--- src/hdl/swim_pkg.sv ---
// Shared types and constants of the single-wire debug host frame engine.
package swim_pkg;

  localparam int unsigned NUM_CFG = 8;
  localparam int unsigned CFG_IDX_W = 4;
  localparam int unsigned CFG_DATA_W = 16;

  typedef enum logic [CFG_IDX_W-1:0] {
    CFG_SHORT_LOW   = 4'd0,
    CFG_LONG_LOW    = 4'd1,
    CFG_BIT_PERIOD  = 4'd2,
    CFG_ACK_SAMPLE  = 4'd3,
    CFG_ZERO_THRESH = 4'd4,
    CFG_WAIT_TMO    = 4'd5,
    CFG_FIRST_NACK  = 4'd6,
    CFG_ERROR_NACK  = 4'd7
  } cfg_idx_t;

  typedef enum logic [1:0] {
    FUNC_TICK = 2'd0,
    FUNC_SEND = 2'd1,
    FUNC_XFER = 2'd2,
    FUNC_RSVD = 2'd3
  } func_t;

  typedef enum logic [4:0] {
    PH_IDLE       = 5'd0,
    PH_TX_START   = 5'd1,
    PH_TX_DATA    = 5'd2,
    PH_TX_PAR     = 5'd3,
    PH_ACK_HI     = 5'd4,
    PH_ACK_LO     = 5'd5,
    PH_ACK_SMP    = 5'd6,
    PH_ACK_END    = 5'd7,
    PH_FIRST_LO   = 5'd8,
    PH_FNACK_DLY  = 5'd9,
    PH_ENACK_DLY  = 5'd10,
    PH_NACK_PULSE = 5'd11,
    PH_RX_HI      = 5'd12,
    PH_RX_LO      = 5'd13,
    PH_RX_SSMP    = 5'd14,
    PH_RX_BHI     = 5'd15,
    PH_RX_BLO     = 5'd16,
    PH_RX_BMEAS   = 5'd17,
    PH_RX_PHI     = 5'd18,
    PH_RX_PLO     = 5'd19,
    PH_RX_PSMP    = 5'd20,
    PH_RX_PEND    = 5'd21,
    PH_ACK_DLY    = 5'd22,
    PH_ACK_PULSE  = 5'd23,
    PH_LAST_REL   = 5'd24
  } phase_t;

  typedef struct packed {
    logic [7:0]  short_low;
    logic [7:0]  long_low;
    logic [7:0]  bit_period;
    logic [7:0]  ack_sample;
    logic [7:0]  zero_thresh;
    logic [15:0] wait_tmo;
    logic [11:0] first_nack;
    logic [11:0] error_nack;
  } cfg_t;

  typedef struct packed {
    logic [1:0] func;
    logic [7:0] tx_value;
    logic [3:0] tx_bits;
    logic [7:0] rx_count;
    logic       line_in;
  } item_t;

  typedef struct packed {
    logic       line_out;
    logic       busy_res;
    logic       done_res;
    logic       ok;
    logic       rx_valid;
    logic [7:0] rx_byte;
    logic       rx_last;
  } res_t;

endpackage

--- src/hdl/swim_cfg.sv ---
// Configuration register file of the frame engine.
module swim_cfg (
  input  logic                                clk,
  input  logic                                rst_n,
  input  logic                                wr_en,
  input  logic [swim_pkg::CFG_IDX_W-1:0]      wr_idx,
  input  logic [swim_pkg::CFG_DATA_W-1:0]     wr_data,
  output swim_pkg::cfg_t                      cfg
);

  swim_pkg::cfg_t cfg_r;
  swim_pkg::cfg_t cfg_nxt;

  always_comb begin
    cfg_nxt = cfg_r;
    if (wr_en) begin
      unique case (wr_idx)
        swim_pkg::CFG_SHORT_LOW:   cfg_nxt.short_low   = wr_data[7:0];
        swim_pkg::CFG_LONG_LOW:    cfg_nxt.long_low    = wr_data[7:0];
        swim_pkg::CFG_BIT_PERIOD:  cfg_nxt.bit_period  = wr_data[7:0];
        swim_pkg::CFG_ACK_SAMPLE:  cfg_nxt.ack_sample  = wr_data[7:0];
        swim_pkg::CFG_ZERO_THRESH: cfg_nxt.zero_thresh = wr_data[7:0];
        swim_pkg::CFG_WAIT_TMO:    cfg_nxt.wait_tmo    = wr_data[15:0];
        swim_pkg::CFG_FIRST_NACK:  cfg_nxt.first_nack  = wr_data[11:0];
        swim_pkg::CFG_ERROR_NACK:  cfg_nxt.error_nack  = wr_data[11:0];
        default: cfg_nxt = cfg_r;
      endcase
    end
  end

  always_ff @(posedge clk) begin
    if (!rst_n) begin
      cfg_r.short_low   <= 8'd3;
      cfg_r.long_low    <= 8'd32;
      cfg_r.bit_period  <= 8'd35;
      cfg_r.ack_sample  <= 8'd3;
      cfg_r.zero_thresh <= 8'd24;
      cfg_r.wait_tmo    <= 16'd1000;
      cfg_r.first_nack  <= 12'd769;
      cfg_r.error_nack  <= 12'd97;
    end else begin
      cfg_r <= cfg_nxt;
    end
  end

  assign cfg = cfg_r;

endmodule

--- src/hdl/swim_step.sv ---
// Frame sequencer: state registers and the per-tick next-state logic.
module swim_step #(
  parameter int unsigned ERROR_LIMIT     = 16,
  parameter int unsigned ACK_DELAY_TICKS = 10
) (
  input  logic            clk,
  input  logic            rst_n,
  input  logic            step_en,
  input  swim_pkg::item_t item,
  input  swim_pkg::cfg_t  cfg,
  output swim_pkg::res_t  res
);

  localparam logic [4:0]  ErrLimit = 5'(ERROR_LIMIT);
  localparam logic [15:0] AckDelay = 16'(ACK_DELAY_TICKS);

  swim_pkg::phase_t phase_r, phase_nxt;
  logic [15:0] tick_count_r, tick_count_nxt;
  logic [7:0]  tx_shift_r, tx_shift_nxt;
  logic [7:0]  rx_shift_r, rx_shift_nxt;
  logic [3:0]  bits_left_r, bits_left_nxt;
  logic        parity_r, parity_nxt;
  logic [4:0]  error_count_r, error_count_nxt;
  logic [7:0]  bytes_left_r, bytes_left_nxt;
  logic        ras_r, ras_nxt;

  swim_pkg::phase_t ph_cur;
  logic [15:0] tc_cur, tc_inc, tmo;
  logic [7:0]  period, low, zth, ack_smp;
  logic [3:0]  n_bits, bits_dec;
  logic        start_go, txb, bad, fail;
  logic        drive, done, okv, rxv, rxl;
  logic [7:0]  rxb;
  logic [4:0]  err_inc;

  function automatic logic [7:0] at_least1(input logic [7:0] v);
    at_least1 = (v == 8'd0) ? 8'd1 : v;
  endfunction

  always_comb begin
    start_go = (phase_r == swim_pkg::PH_IDLE) &&
               ((item.func == swim_pkg::FUNC_SEND) || (item.func == swim_pkg::FUNC_XFER));
    if (item.func == swim_pkg::FUNC_XFER) begin
      n_bits = 4'd8;
    end else if (item.tx_bits == 4'd0) begin
      n_bits = 4'd1;
    end else if (item.tx_bits > 4'd8) begin
      n_bits = 4'd8;
    end else begin
      n_bits = item.tx_bits;
    end

    phase_nxt       = phase_r;
    tick_count_nxt  = tick_count_r;
    tx_shift_nxt    = tx_shift_r;
    rx_shift_nxt    = rx_shift_r;
    bits_left_nxt   = bits_left_r;
    parity_nxt      = parity_r;
    error_count_nxt = error_count_r;
    bytes_left_nxt  = bytes_left_r;
    ras_nxt         = ras_r;
    if (start_go) begin
      tx_shift_nxt    = item.tx_value << (4'd8 - n_bits);
      bits_left_nxt   = n_bits;
      parity_nxt      = 1'b0;
      ras_nxt         = (item.func == swim_pkg::FUNC_XFER);
      bytes_left_nxt  = (item.rx_count == 8'd0) ? 8'd1 : item.rx_count;
      error_count_nxt = 5'd0;
      rx_shift_nxt    = 8'd0;
      phase_nxt       = swim_pkg::PH_TX_START;
      tick_count_nxt  = 16'd0;
    end
    ph_cur = phase_nxt;
    tc_cur = tick_count_nxt;
    tc_inc = tc_cur + 16'd1;
    bits_dec = bits_left_nxt - 4'd1;

    period  = (cfg.bit_period < 8'd2) ? 8'd2 : cfg.bit_period;
    tmo     = (cfg.wait_tmo == 16'd0) ? 16'd1 : cfg.wait_tmo;
    zth     = at_least1(cfg.zero_thresh);
    ack_smp = at_least1(cfg.ack_sample);
    if (ph_cur == swim_pkg::PH_TX_START) begin
      txb = 1'b0;
    end else if (ph_cur == swim_pkg::PH_TX_DATA) begin
      txb = tx_shift_nxt[7];
    end else begin
      txb = parity_nxt;
    end
    low = at_least1(txb ? cfg.short_low : cfg.long_low);
    if (low > period - 8'd1) begin
      low = period - 8'd1;
    end

    drive = 1'b1;
    done  = 1'b0;
    okv   = 1'b0;
    rxv   = 1'b0;
    rxb   = 8'd0;
    rxl   = 1'b0;
    bad   = 1'b0;
    fail  = 1'b0;

    unique case (ph_cur)
      swim_pkg::PH_TX_START, swim_pkg::PH_TX_DATA: begin
        drive = !(tc_cur < {8'd0, low});
        tick_count_nxt = tc_inc;
        if (tc_inc >= {8'd0, period}) begin
          tick_count_nxt = 16'd0;
          if (ph_cur == swim_pkg::PH_TX_START) begin
            phase_nxt = swim_pkg::PH_TX_DATA;
          end else begin
            parity_nxt    = parity_nxt ^ txb;
            tx_shift_nxt  = {tx_shift_nxt[6:0], 1'b0};
            bits_left_nxt = bits_dec;
            phase_nxt = (bits_dec == 4'd0) ? swim_pkg::PH_TX_PAR : swim_pkg::PH_TX_DATA;
          end
        end
      end
      swim_pkg::PH_TX_PAR: begin
        drive = 1'b0;
        tick_count_nxt = tc_inc;
        if (tc_inc >= {8'd0, low}) begin
          phase_nxt = swim_pkg::PH_ACK_HI;
          tick_count_nxt = 16'd0;
        end
      end
      swim_pkg::PH_ACK_HI, swim_pkg::PH_RX_HI, swim_pkg::PH_RX_BHI, swim_pkg::PH_RX_PHI,
      swim_pkg::PH_ACK_LO, swim_pkg::PH_RX_LO, swim_pkg::PH_RX_PLO, swim_pkg::PH_FIRST_LO,
      swim_pkg::PH_RX_BLO, swim_pkg::PH_ACK_END, swim_pkg::PH_RX_PEND: begin
        if (item.line_in == ((ph_cur == swim_pkg::PH_ACK_HI) || (ph_cur == swim_pkg::PH_RX_HI) ||
                             (ph_cur == swim_pkg::PH_RX_BHI) || (ph_cur == swim_pkg::PH_RX_PHI) ||
                             (ph_cur == swim_pkg::PH_ACK_END) ||
                             (ph_cur == swim_pkg::PH_RX_PEND))) begin
          tick_count_nxt = 16'd0;
          case (ph_cur)
            swim_pkg::PH_ACK_HI:   phase_nxt = swim_pkg::PH_ACK_LO;
            swim_pkg::PH_RX_HI:    phase_nxt = swim_pkg::PH_RX_LO;
            swim_pkg::PH_RX_BHI:   phase_nxt = swim_pkg::PH_RX_BLO;
            swim_pkg::PH_RX_PHI:   phase_nxt = swim_pkg::PH_RX_PLO;
            swim_pkg::PH_ACK_LO:   phase_nxt = swim_pkg::PH_ACK_SMP;
            swim_pkg::PH_RX_LO:    phase_nxt = swim_pkg::PH_RX_SSMP;
            swim_pkg::PH_RX_PLO:   phase_nxt = swim_pkg::PH_RX_PSMP;
            swim_pkg::PH_FIRST_LO: phase_nxt = swim_pkg::PH_FNACK_DLY;
            swim_pkg::PH_RX_PEND:  phase_nxt = swim_pkg::PH_ACK_DLY;
            swim_pkg::PH_ACK_END: begin
              if (ras_nxt) begin
                phase_nxt = swim_pkg::PH_FIRST_LO;
              end else begin
                done = 1'b1;
                okv  = 1'b1;
                phase_nxt = swim_pkg::PH_IDLE;
              end
            end
            default: begin
              if (zth <= 8'd1) begin
                rx_shift_nxt  = {rx_shift_nxt[6:0], 1'b0};
                bits_left_nxt = bits_dec;
                phase_nxt = (bits_dec == 4'd0) ? swim_pkg::PH_RX_PHI : swim_pkg::PH_RX_BHI;
              end else begin
                tick_count_nxt = 16'd1;
                phase_nxt = swim_pkg::PH_RX_BMEAS;
              end
            end
          endcase
        end else begin
          tick_count_nxt = tc_inc;
          if (tc_inc >= tmo) begin
            fail = 1'b1;
          end
        end
      end
      swim_pkg::PH_ACK_SMP: begin
        tick_count_nxt = tc_inc;
        if (tc_inc >= {8'd0, ack_smp}) begin
          if (item.line_in) begin
            phase_nxt = swim_pkg::PH_ACK_END;
            tick_count_nxt = 16'd0;
          end else begin
            fail = 1'b1;
          end
        end
      end
      swim_pkg::PH_FNACK_DLY, swim_pkg::PH_ENACK_DLY: begin
        tick_count_nxt = tc_inc;
        if (tc_inc >= {4'd0, (ph_cur == swim_pkg::PH_FNACK_DLY) ? cfg.first_nack
                                                                 : cfg.error_nack}) begin
          phase_nxt = swim_pkg::PH_NACK_PULSE;
          tick_count_nxt = 16'd0;
        end
      end
      swim_pkg::PH_NACK_PULSE, swim_pkg::PH_ACK_PULSE: begin
        drive = 1'b0;
        tick_count_nxt = tc_inc;
        if (tc_inc >= {8'd0, at_least1((ph_cur == swim_pkg::PH_NACK_PULSE) ?
                                       cfg.long_low : cfg.short_low)}) begin
          tick_count_nxt = 16'd0;
          if ((ph_cur == swim_pkg::PH_ACK_PULSE) && (bytes_left_nxt == 8'd0)) begin
            phase_nxt = swim_pkg::PH_LAST_REL;
          end else begin
            phase_nxt = swim_pkg::PH_RX_HI;
          end
        end
      end
      swim_pkg::PH_RX_SSMP: begin
        tick_count_nxt = tc_inc;
        if (tc_inc >= {8'd0, ack_smp}) begin
          if (item.line_in) begin
            rx_shift_nxt  = 8'd0;
            bits_left_nxt = 4'd8;
            parity_nxt    = 1'b0;
            phase_nxt = swim_pkg::PH_RX_BHI;
            tick_count_nxt = 16'd0;
          end else begin
            bad = 1'b1;
          end
        end
      end
      swim_pkg::PH_RX_BMEAS: begin
        if (item.line_in || (tc_inc >= {8'd0, zth})) begin
          rx_shift_nxt  = {rx_shift_nxt[6:0], item.line_in};
          parity_nxt    = parity_nxt ^ item.line_in;
          bits_left_nxt = bits_dec;
          phase_nxt = (bits_dec == 4'd0) ? swim_pkg::PH_RX_PHI : swim_pkg::PH_RX_BHI;
          tick_count_nxt = 16'd0;
        end else begin
          tick_count_nxt = tc_inc;
        end
      end
      swim_pkg::PH_RX_PSMP: begin
        tick_count_nxt = tc_inc;
        if (tc_inc >= {8'd0, ack_smp}) begin
          if (item.line_in == parity_nxt) begin
            rxv = 1'b1;
            rxb = rx_shift_nxt;
            rxl = (bytes_left_nxt == 8'd1);
            bytes_left_nxt  = bytes_left_nxt - 8'd1;
            error_count_nxt = 5'd0;
            phase_nxt = swim_pkg::PH_RX_PEND;
            tick_count_nxt = 16'd0;
          end else begin
            bad = 1'b1;
          end
        end
      end
      swim_pkg::PH_ACK_DLY: begin
        tick_count_nxt = tc_inc;
        if (tc_inc >= AckDelay) begin
          phase_nxt = swim_pkg::PH_ACK_PULSE;
          tick_count_nxt = 16'd0;
        end
      end
      swim_pkg::PH_LAST_REL: begin
        done = 1'b1;
        okv  = 1'b1;
        phase_nxt = swim_pkg::PH_IDLE;
        tick_count_nxt = 16'd0;
      end
      default: begin
        phase_nxt = swim_pkg::PH_IDLE;
        tick_count_nxt = 16'd0;
      end
    endcase

    err_inc = error_count_nxt + 5'd1;
    if (bad) begin
      error_count_nxt = err_inc;
      if (err_inc >= ErrLimit) begin
        fail = 1'b1;
      end else begin
        phase_nxt = swim_pkg::PH_ENACK_DLY;
        tick_count_nxt = 16'd0;
      end
    end
    if (fail) begin
      done = 1'b1;
      okv  = 1'b0;
      phase_nxt = swim_pkg::PH_IDLE;
      tick_count_nxt = 16'd0;
    end

    res.line_out = drive;
    res.busy_res = (phase_nxt != swim_pkg::PH_IDLE);
    res.done_res = done;
    res.ok       = okv;
    res.rx_valid = rxv;
    res.rx_byte  = rxb;
    res.rx_last  = rxl;
  end

  always_ff @(posedge clk) begin
    if (!rst_n) begin
      phase_r       <= swim_pkg::PH_IDLE;
      tick_count_r  <= 16'd0;
      tx_shift_r    <= 8'd0;
      rx_shift_r    <= 8'd0;
      bits_left_r   <= 4'd0;
      parity_r      <= 1'b0;
      error_count_r <= 5'd0;
      bytes_left_r  <= 8'd0;
      ras_r         <= 1'b0;
    end else if (step_en) begin
      phase_r       <= phase_nxt;
      tick_count_r  <= tick_count_nxt;
      tx_shift_r    <= tx_shift_nxt;
      rx_shift_r    <= rx_shift_nxt;
      bits_left_r   <= bits_left_nxt;
      parity_r      <= parity_nxt;
      error_count_r <= error_count_nxt;
      bytes_left_r  <= bytes_left_nxt;
      ras_r         <= ras_nxt;
    end
  end

endmodule

--- src/hdl/swim_host_frame_engine.sv ---
// Single-wire debug host frame engine: each request is one sampling tick of the wire and
// returns exactly one result with the host drive level and status for that tick. One
// request is taken every clock cycle while the output side accepts results; a request is
// held in the input register and its result is captured in the output register when the
// single-pass sequencer step advances, which stalls while a held result is not accepted.
// Configuration writes are taken at any time and must only be issued while idle.
module swim_host_frame_engine #(
  parameter int unsigned ERROR_LIMIT     = 16,
  parameter int unsigned ACK_DELAY_TICKS = 10
) (
  input  logic                            clk,
  input  logic                            rst_n,
  input  logic                            in_valid,
  output logic                            in_ready,
  input  logic [1:0]                      in_func,
  input  logic [7:0]                      in_tx_value,
  input  logic [3:0]                      in_tx_bits,
  input  logic [7:0]                      in_rx_count,
  input  logic                            in_line_in,
  output logic                            out_valid,
  input  logic                            out_ready,
  output logic                            out_line_out,
  output logic                            out_busy_res,
  output logic                            out_done_res,
  output logic                            out_ok,
  output logic                            out_rx_valid,
  output logic [7:0]                      out_rx_byte,
  output logic                            out_rx_last,
  input  logic                            cfg_valid,
  output logic                            cfg_ready,
  input  logic [swim_pkg::CFG_IDX_W-1:0]  cfg_index,
  input  logic [swim_pkg::CFG_DATA_W-1:0] cfg_data
);

  swim_pkg::cfg_t  cfg;
  swim_pkg::item_t item_r;
  swim_pkg::res_t  res, res_r;
  logic            in_vld_r;
  logic            out_vld_r;
  logic            advance;

  assign advance   = in_vld_r && (!out_vld_r || out_ready);
  assign in_ready  = !in_vld_r || advance;
  assign cfg_ready = 1'b1;

  swim_cfg u_cfg (
    .clk     (clk),
    .rst_n   (rst_n),
    .wr_en   (cfg_valid),
    .wr_idx  (cfg_index),
    .wr_data (cfg_data),
    .cfg     (cfg)
  );

  swim_step #(
    .ERROR_LIMIT     (ERROR_LIMIT),
    .ACK_DELAY_TICKS (ACK_DELAY_TICKS)
  ) u_step (
    .clk     (clk),
    .rst_n   (rst_n),
    .step_en (advance),
    .item    (item_r),
    .cfg     (cfg),
    .res     (res)
  );

  always_ff @(posedge clk) begin
    if (!rst_n) begin
      in_vld_r  <= 1'b0;
      out_vld_r <= 1'b0;
    end else begin
      if (in_ready) begin
        in_vld_r <= in_valid;
      end
      if (advance) begin
        out_vld_r <= 1'b1;
      end else if (out_ready) begin
        out_vld_r <= 1'b0;
      end
    end
  end

  always_ff @(posedge clk) begin
    if (in_valid && in_ready) begin
      item_r.func     <= in_func;
      item_r.tx_value <= in_tx_value;
      item_r.tx_bits  <= in_tx_bits;
      item_r.rx_count <= in_rx_count;
      item_r.line_in  <= in_line_in;
    end
    if (advance) begin
      res_r <= res;
    end
  end

  assign out_valid    = out_vld_r;
  assign out_line_out = res_r.line_out;
  assign out_busy_res = res_r.busy_res;
  assign out_done_res = res_r.done_res;
  assign out_ok       = res_r.ok;
  assign out_rx_valid = res_r.rx_valid;
  assign out_rx_byte  = res_r.rx_byte;
  assign out_rx_last  = res_r.rx_last;

endmodule
--- config.mk ---
export PLATFORM = sky130hd
export DESIGN_NAME = swim_host_frame_engine
export DESIGN_NICKNAME = d
export VERILOG_FILES = /design/src/hdl/swim_pkg.sv /design/src/hdl/swim_cfg.sv /design/src/hdl/swim_step.sv /design/src/hdl/swim_host_frame_engine.sv
export SDC_FILE = /design/constraint.sdc
export NUM_CORES = 1
export LEC_CHECK = 0
export BUFFER_PORTS_ARGS = -buffer_cell sky130_fd_sc_hd__clkbuf_2
export CORE_MARGIN = 1
export CORE_UTILIZATION = 55
export CTS_CLUSTER_DIAMETER = 100
export DETAILED_ROUTE_END_ITERATION = 12
export PLACE_DENSITY = 0.7
export SYNTH_ARGS = -nofsm -noshare
export SYNTH_HDL_FRONTEND = slang
export SYNTH_SLANG_ARGS = --single-unit
--- constraint.sdc ---
create_clock -name clk -period 13.25 [get_ports clk]
set_input_delay 1.325 -clock clk [delete_from_list [all_inputs] [get_ports clk]]
set_output_delay 1.325 -clock clk [all_outputs]
set_load 0.005 [all_outputs]
# Word-level counts from Yosys, hierarchy flattened

Index checks and enable logic that the tools add are counted.

Bits of input ports: 48
Register bits: 175
Word-level logic and storage cells: 252

Bitwise logic cells: 2
Reductions and logical operators: 46
Order comparisons: 14
Multiplexer cells: 116
Add/subtract/negate cells: 6
Shift-type cells: 1
Equal/unequal tests: 36

Operators with widths:

| cell                                                                                  | number |
|---|---|
| 16-bit 2-to-1 mux                                                                     | 17 |
| 8-bit 2-to-1 mux                                                                      | 24 |
| 16-bit one-hot mux with 9 select lines                                                | 1 |
| 5-bit 2-to-1 mux                                                                      | 26 |
| 5-bit one-hot mux with 10 select lines                                                | 2 |
| 16-bit by 8-bit greater-or-equal comparator with 1-bit output                         | 5 |
| 4-bit 2-to-1 mux                                                                      | 13 |
| 8-bit logical NOT                                                                     | 6 |
| 5-bit == test (second input constant)                                                 | 9 |
| 5-bit by 4-bit == test with 1-bit output (second input constant)                      | 8 |
| 1-bit 2-to-1 mux                                                                      | 25 |
| 8-bit one-hot mux with 3 select lines                                                 | 1 |
| 5-bit by 3-bit == test with 1-bit output (second input constant)                      | 4 |
| 2-bit AND reduction                                                                   | 9 |
| 16-bit by 1-bit adder with 16-bit output (second input constant)                      | 1 |
| 4-bit by 3-bit == test with 1-bit output (second input constant)                      | 4 |
| 16-bit by 12-bit greater-or-equal comparator with 1-bit output                        | 1 |
| 16-bit greater-or-equal comparator                                                    | 1 |
| 16-bit by 4-bit greater-or-equal comparator with 1-bit output (second input constant) | 1 |
| 16-bit logical NOT                                                                    | 1 |
| 16-bit by 8-bit less-than comparator with 1-bit output                                | 1 |
| 4-bit one-hot mux with 4 select lines                                                 | 1 |
| 8-bit by 1-bit subtractor with 8-bit output (second input constant)                   | 2 |
| 4-bit logical NOT                                                                     | 3 |
| 32 further kinds                                                                      | 55 |

# Depth between registers and ports, before layout

Word-level depth: 21
Depth in mapped cells: 28

# By module

From an unflattened synthesis, not the netlist that was laid out.

Cells, all modules: 1396
Area total of the unflattened synthesis: 12056.6 sq um

Modules (own cells, without submodules):

| module                 | area an instance (sq um) | cells each | instances |
|---|---|---|---|
| swim_step              | 7677.4                   | 1038       | 1 |
| swim_cfg               | 3153.0                   | 310        | 1 |
| swim_host_frame_engine | 1226.2                   | 48         | 1 |

# Worst setup path before layout

No wires, ideal clock.

Kind: flip-flop to flip-flop
Start point: reg item_r[22] (netlist bit)
End point: reg res_r (netlist bit out_busy_res) (data pin)
Setup slack: 7264 ps
Data arrival time: 5714 ps
Setup time: 272 ps
Cell stages (with the launch flop): 28
Required time: 12978 ps
Clock period less this slack: 5986 ps
Buffers on the path: 4
Cell sequence: edfxtp_1 ha_1 nor4_2 nand2_1 clkbuf_1 clkbuf_1 clkbuf_1 nand2_1 inv_1 ha_1 and3_1 clkbuf_1 xnor2_1 nor2_1 ha_1 a21o_1 a211oi_1 o21a_1 o2111ai_4 nand3_2 and3_1 ha_1 and3_1 xnor2_1 nand2b_1 o211ai_1 a21oi_1 or4_1

RTL lines:

| item                 | line                         | text |
|---|---|---|
| start, declared      | swim_host_frame_engine.sv:36 | `swim_pkg::item_t item_r;` |
| end signal, assigned | swim_host_frame_engine.sv:92 | `res_r <= res;` |
| end, declared        | swim_host_frame_engine.sv:37 | `swim_pkg::res_t res, res_r;` |

# Worst setup path in the final report

Start point: reg u_step.phase_r[2]
End point: reg u_step.tick_count_r[13]

Word-level cells in the longest chain between the ends: 17
Elaborated cells between the ends (all ways): 92

Ends and longest elaborated chain:

| item                                                                              | line             | text |
|---|---|---|
| start, declared                                                                   | swim_step.sv:17  | `swim_pkg::phase_t phase_r, phase_nxt;` |
| start signal, assigned                                                            | swim_step.sv:292 | `phase_r <= swim_pkg::PH_IDLE;` |
| start signal, assigned                                                            | swim_step.sv:302 | `phase_r <= phase_nxt;` |
| branches (longest 16 deep; another with 16-bit by 1-bit adder with 16-bit output) | -                |  |
| 16-bit 2-to-1 mux *                                                               | swim_step.sv:274 | `if (fail) begin` |
| end signal, assigned                                                              | swim_step.sv:303 | `tick_count_r <= tick_count_nxt;` |
| end, declared                                                                     | swim_step.sv:18  | `logic [15:0] tick_count_r, tick_count_nxt;` |

Mark *: on every way between the ends.
A chain may end at the register's enable or synchronous reset.

==> flow_metrics.env <==
export IMPL_io_buffers=63
export IMPL_numClockSinks=175
export IMPL_avgSynthCellArea_um2=8.36
export IMPL_grt_max_degree=95
export IMPL_synth_common_cells="nand2_1 (168), dfxtp_1 (138), nor2_1 (132)"
export IMPL_cap_violations=0
export IMPL_hold_viol=0
export IMPL_synth_seq_area_share_pct=33.6
export IMPL_vias=10400
export IMPL_fin_crit_sh_pct=54.8
export IMPL_antenna_found_initial=0
export IMPL_grt_pass1_vias=9584
export IMPL_synth_xor_area_share_pct=1.82
export IMPL_synth_seq_cells=175
export IMPL_r2r_end="u_step.tick_count_r[13]"
export IMPL_cts_tree="yes"
export IMPL_initial_utilization_pct=56.5
export IMPL_synthArstFlopShare_pct=0
export IMPL_syn2layout_area_growth_pct=9.04
export IMPL_yosys_area_share_simple_pct=20.3
export IMPL_relSlewSlack_pct=27.9
export IMPL_cts_buffers=17
export IMPL_cp_required_ps=13580
export IMPL_worst_slew_pin_slew_ps=1050
export IMPL_place_congestion=1.00
export IMPL_fin_ws_ps=5990
export IMPL_worst_ep_arrival_time_ps=7590
export IMPL_min_period_ps=7260
export IMPL_endpoint="u_step.tick_count_r[13]"
export IMPL_htree_num_levels=4
export IMPL_cts_resized_gates=0
export IMPL_synth_top_family_by_area="simple AND/OR/NAND/NOR gates"
export IMPL_ant_nets=0
export IMPL_hp_class="register to register"
export IMPL_drc=0
export IMPL_synth_top_cell_by_area="dfxtp_1"
export IMPL_gr_usage_all_layers_pct=29.7
export IMPL_critPathLaunchType="register"
export IMPL_fill_cells=1846
export IMPL_clk_insertion_delay_late_ps=450
export IMPL_yosysMostFrequentCell="nand2_1"
export IMPL_power_density_mw_per_mm2=97.2
export IMPL_wl_um=31400
export IMPL_hold_buffers=0
export IMPL_leakage_nw=5.42
export IMPL_wire_per_inst_um=18.7
export IMPL_crit_path_max_fanout=25
export IMPL_drt_pass1_iter_count=5
export IMPL_grt_overflow=0
export IMPL_dpl_hpwl_um=22400
export IMPL_yosys_cell_types_count=83
export IMPL_cp_end_kind="register"
export IMPL_synth_mux_area_share_pct=8.77
export IMPL_synth_compound_gate_area_share_pct=19.8
export IMPL_drive_gt1_share_pct=10.2
export IMPL_num_antenna_cells=0
export IMPL_syn_nets=1524
export IMPL_synthAdderAreaFrac_pct=10.4
export IMPL_tns_ps=0
export IMPL_status="complete, no violations"
export IMPL_peakVddDrop_mv=0.0897
export IMPL_finalClockSkew_ps=14.8
export IMPL_ys_dominant_reg_cell="dfxtp_1"
export IMPL_rsz0062_at_grt="false"
export IMPL_rr_startpoint="u_step.phase_r[2]"
export IMPL_grt_pass1_wl_um=50700
export IMPL_synthCells=1381
export IMPL_cts_root_buf="clkbuf_16"
export IMPL_reg2reg_slack_ps=5990
export IMPL_worst_setup_path_type="register to register"
export IMPL_critPathLaunch="u_step.phase_r[2]"
export IMPL_avgViaCountPerCell=6.19
export IMPL_synth_top_area_share_pct=23.9
export IMPL_die_y_um=147
export IMPL_postCtsSetupRepairBufs=0
export IMPL_coreArea_mm2=0.0204
export IMPL_fin_nets=1538
export IMPL_io_pins=65
export IMPL_drt_initial_drc_count=1080
export IMPL_synth_enable_flop_cells=37
export IMPL_yosysWarnings=0
export IMPL_clockBufferDepth=2
export IMPL_yosys_top_cells_area="dfxtp_1 (24%), ha_1 (10%), edfxtp_1 (9.6%)"
export IMPL_die_x_um=147
export IMPL_rows=52
export IMPL_maxSlewViolCount=0
export IMPL_r2r_cells=21
export IMPL_dieArea_mm2=0.0216
export IMPL_max_freq_mhz=138
export IMPL_path_clk_slew_ps=80
export IMPL_pre_cts_ws_ps=6230
export IMPL_setup_viol=0
export IMPL_synth_cell_area_mm2=0.0115
through the flow:
step           area (µm²)  power [mW]  instances  hold slack, ps  utilization, %
5_1_grt             12600        1.27       1678             489            61.6
6_report            12600        1.22       1678             450            61.6
3_5_place_dp        12000       0.725       1646             441            58.7
4_1_cts             12600        1.23       1678             452            61.6
3_3_place_gp        12000       0.723       1646             441            58.7
2_1_floorplan       11500       0.683       1381             427               -
report_power, final:
group          leakage, nW  internal (mW)  switching (mW)
Combinational         3.66         0.0543          0.0938
Clock                0.287          0.254           0.254
Sequential            1.47          0.558         0.00994
cells in the final DEF, fill, tap and decap left out, types with 30 or more instances in the layout:
cell type  synthesis  layout
nand2_1          168     168
dfxtp_1          138     138
clkbuf_2           0      63
a21oi_1           88      88
edfxtp_1          37      37
inv_1             71      69
nand3_1           30      30
nor2_1           132     131
ha_1              95      95
o21ai_0           57      57
mux2i_1           93      93
sequential cells by signal, indices dropped and copies added (netlist names), 8 cells and up:
register,cells
u_cfg.cfg,80
item_r,23
u_step.tick_count_r,16
out_rx_byte,8
u_step.bytes_left_r,8
u_step.rx_shift_r,8
u_step.tx_shift_r,8
cells by family after synthesis:
group,count (synthesis)
muxes,98
AOI/OAI and AO/OA,335
adders and majority gates,96
DFF,175
and+or+nand+nor,495
buffers and inverters,157
other,1
xor gates and xnor gates,24
per-layer routing:
metal | global-route usage [%] | part of all wire [%]
met2 | 45.7 | 45
met5 | 0 | 0
met4 | 9.27 | 2.3
met3 | 5.19 | 7.5
met1 | 42.1 | 46
worst min path at each step:
stage                         startpoint                    to  slack, ps  depth (start not counted)
global placement    u_step.tx_shift_r[0]  u_step.tx_shift_r[0]        440                          2
detailed placement  u_step.tx_shift_r[0]  u_step.tx_shift_r[0]        440                          2
finish              u_step.tx_shift_r[0]  u_step.tx_shift_r[0]        450                          2
CTS                 u_step.tx_shift_r[0]  u_step.tx_shift_r[0]        450                          2
global route               u_cfg.cfg[10]         u_cfg.cfg[10]        490                          2
floorplan           u_step.tx_shift_r[0]  u_step.tx_shift_r[0]        430                          2
layout make-up:
cell class / instances / area [µm²] / area share [%]
Multi-Input combinational cell: 1049 / 7070 / 56.1
Sequential cell: 175 / 3870 / 30.8
Clock buffer: 17 / 425 / 3.38
Timing Repair Buffer: 80 / 443 / 3.52
Tap cell: 270 / 338 / 2.68
Clock inverter: 15 / 170 / 1.35
Inverter: 72 / 270 / 2.15
critical path, cell delays in order, from the launching register on:
cell       delay (ps)
dfxtp_1           590
nor3_1            760
nand3_1           300
a32o_1            440
mux2i_1           300
nand4_1           120
o41a_1            410
ha_1              190
o22ai_1           110
o21bai_1           80
a22oi_1           730
mux2i_1           350
ha_1              270
a21boi_0          180
o31ai_1            90
a211oi_1          320
nor2_1            130
nor3_1            280
o2bb2ai_1         100
a2111oi_0         800
nor3_1            320
a22o_1            260
(Power assumes the default switching activity.)
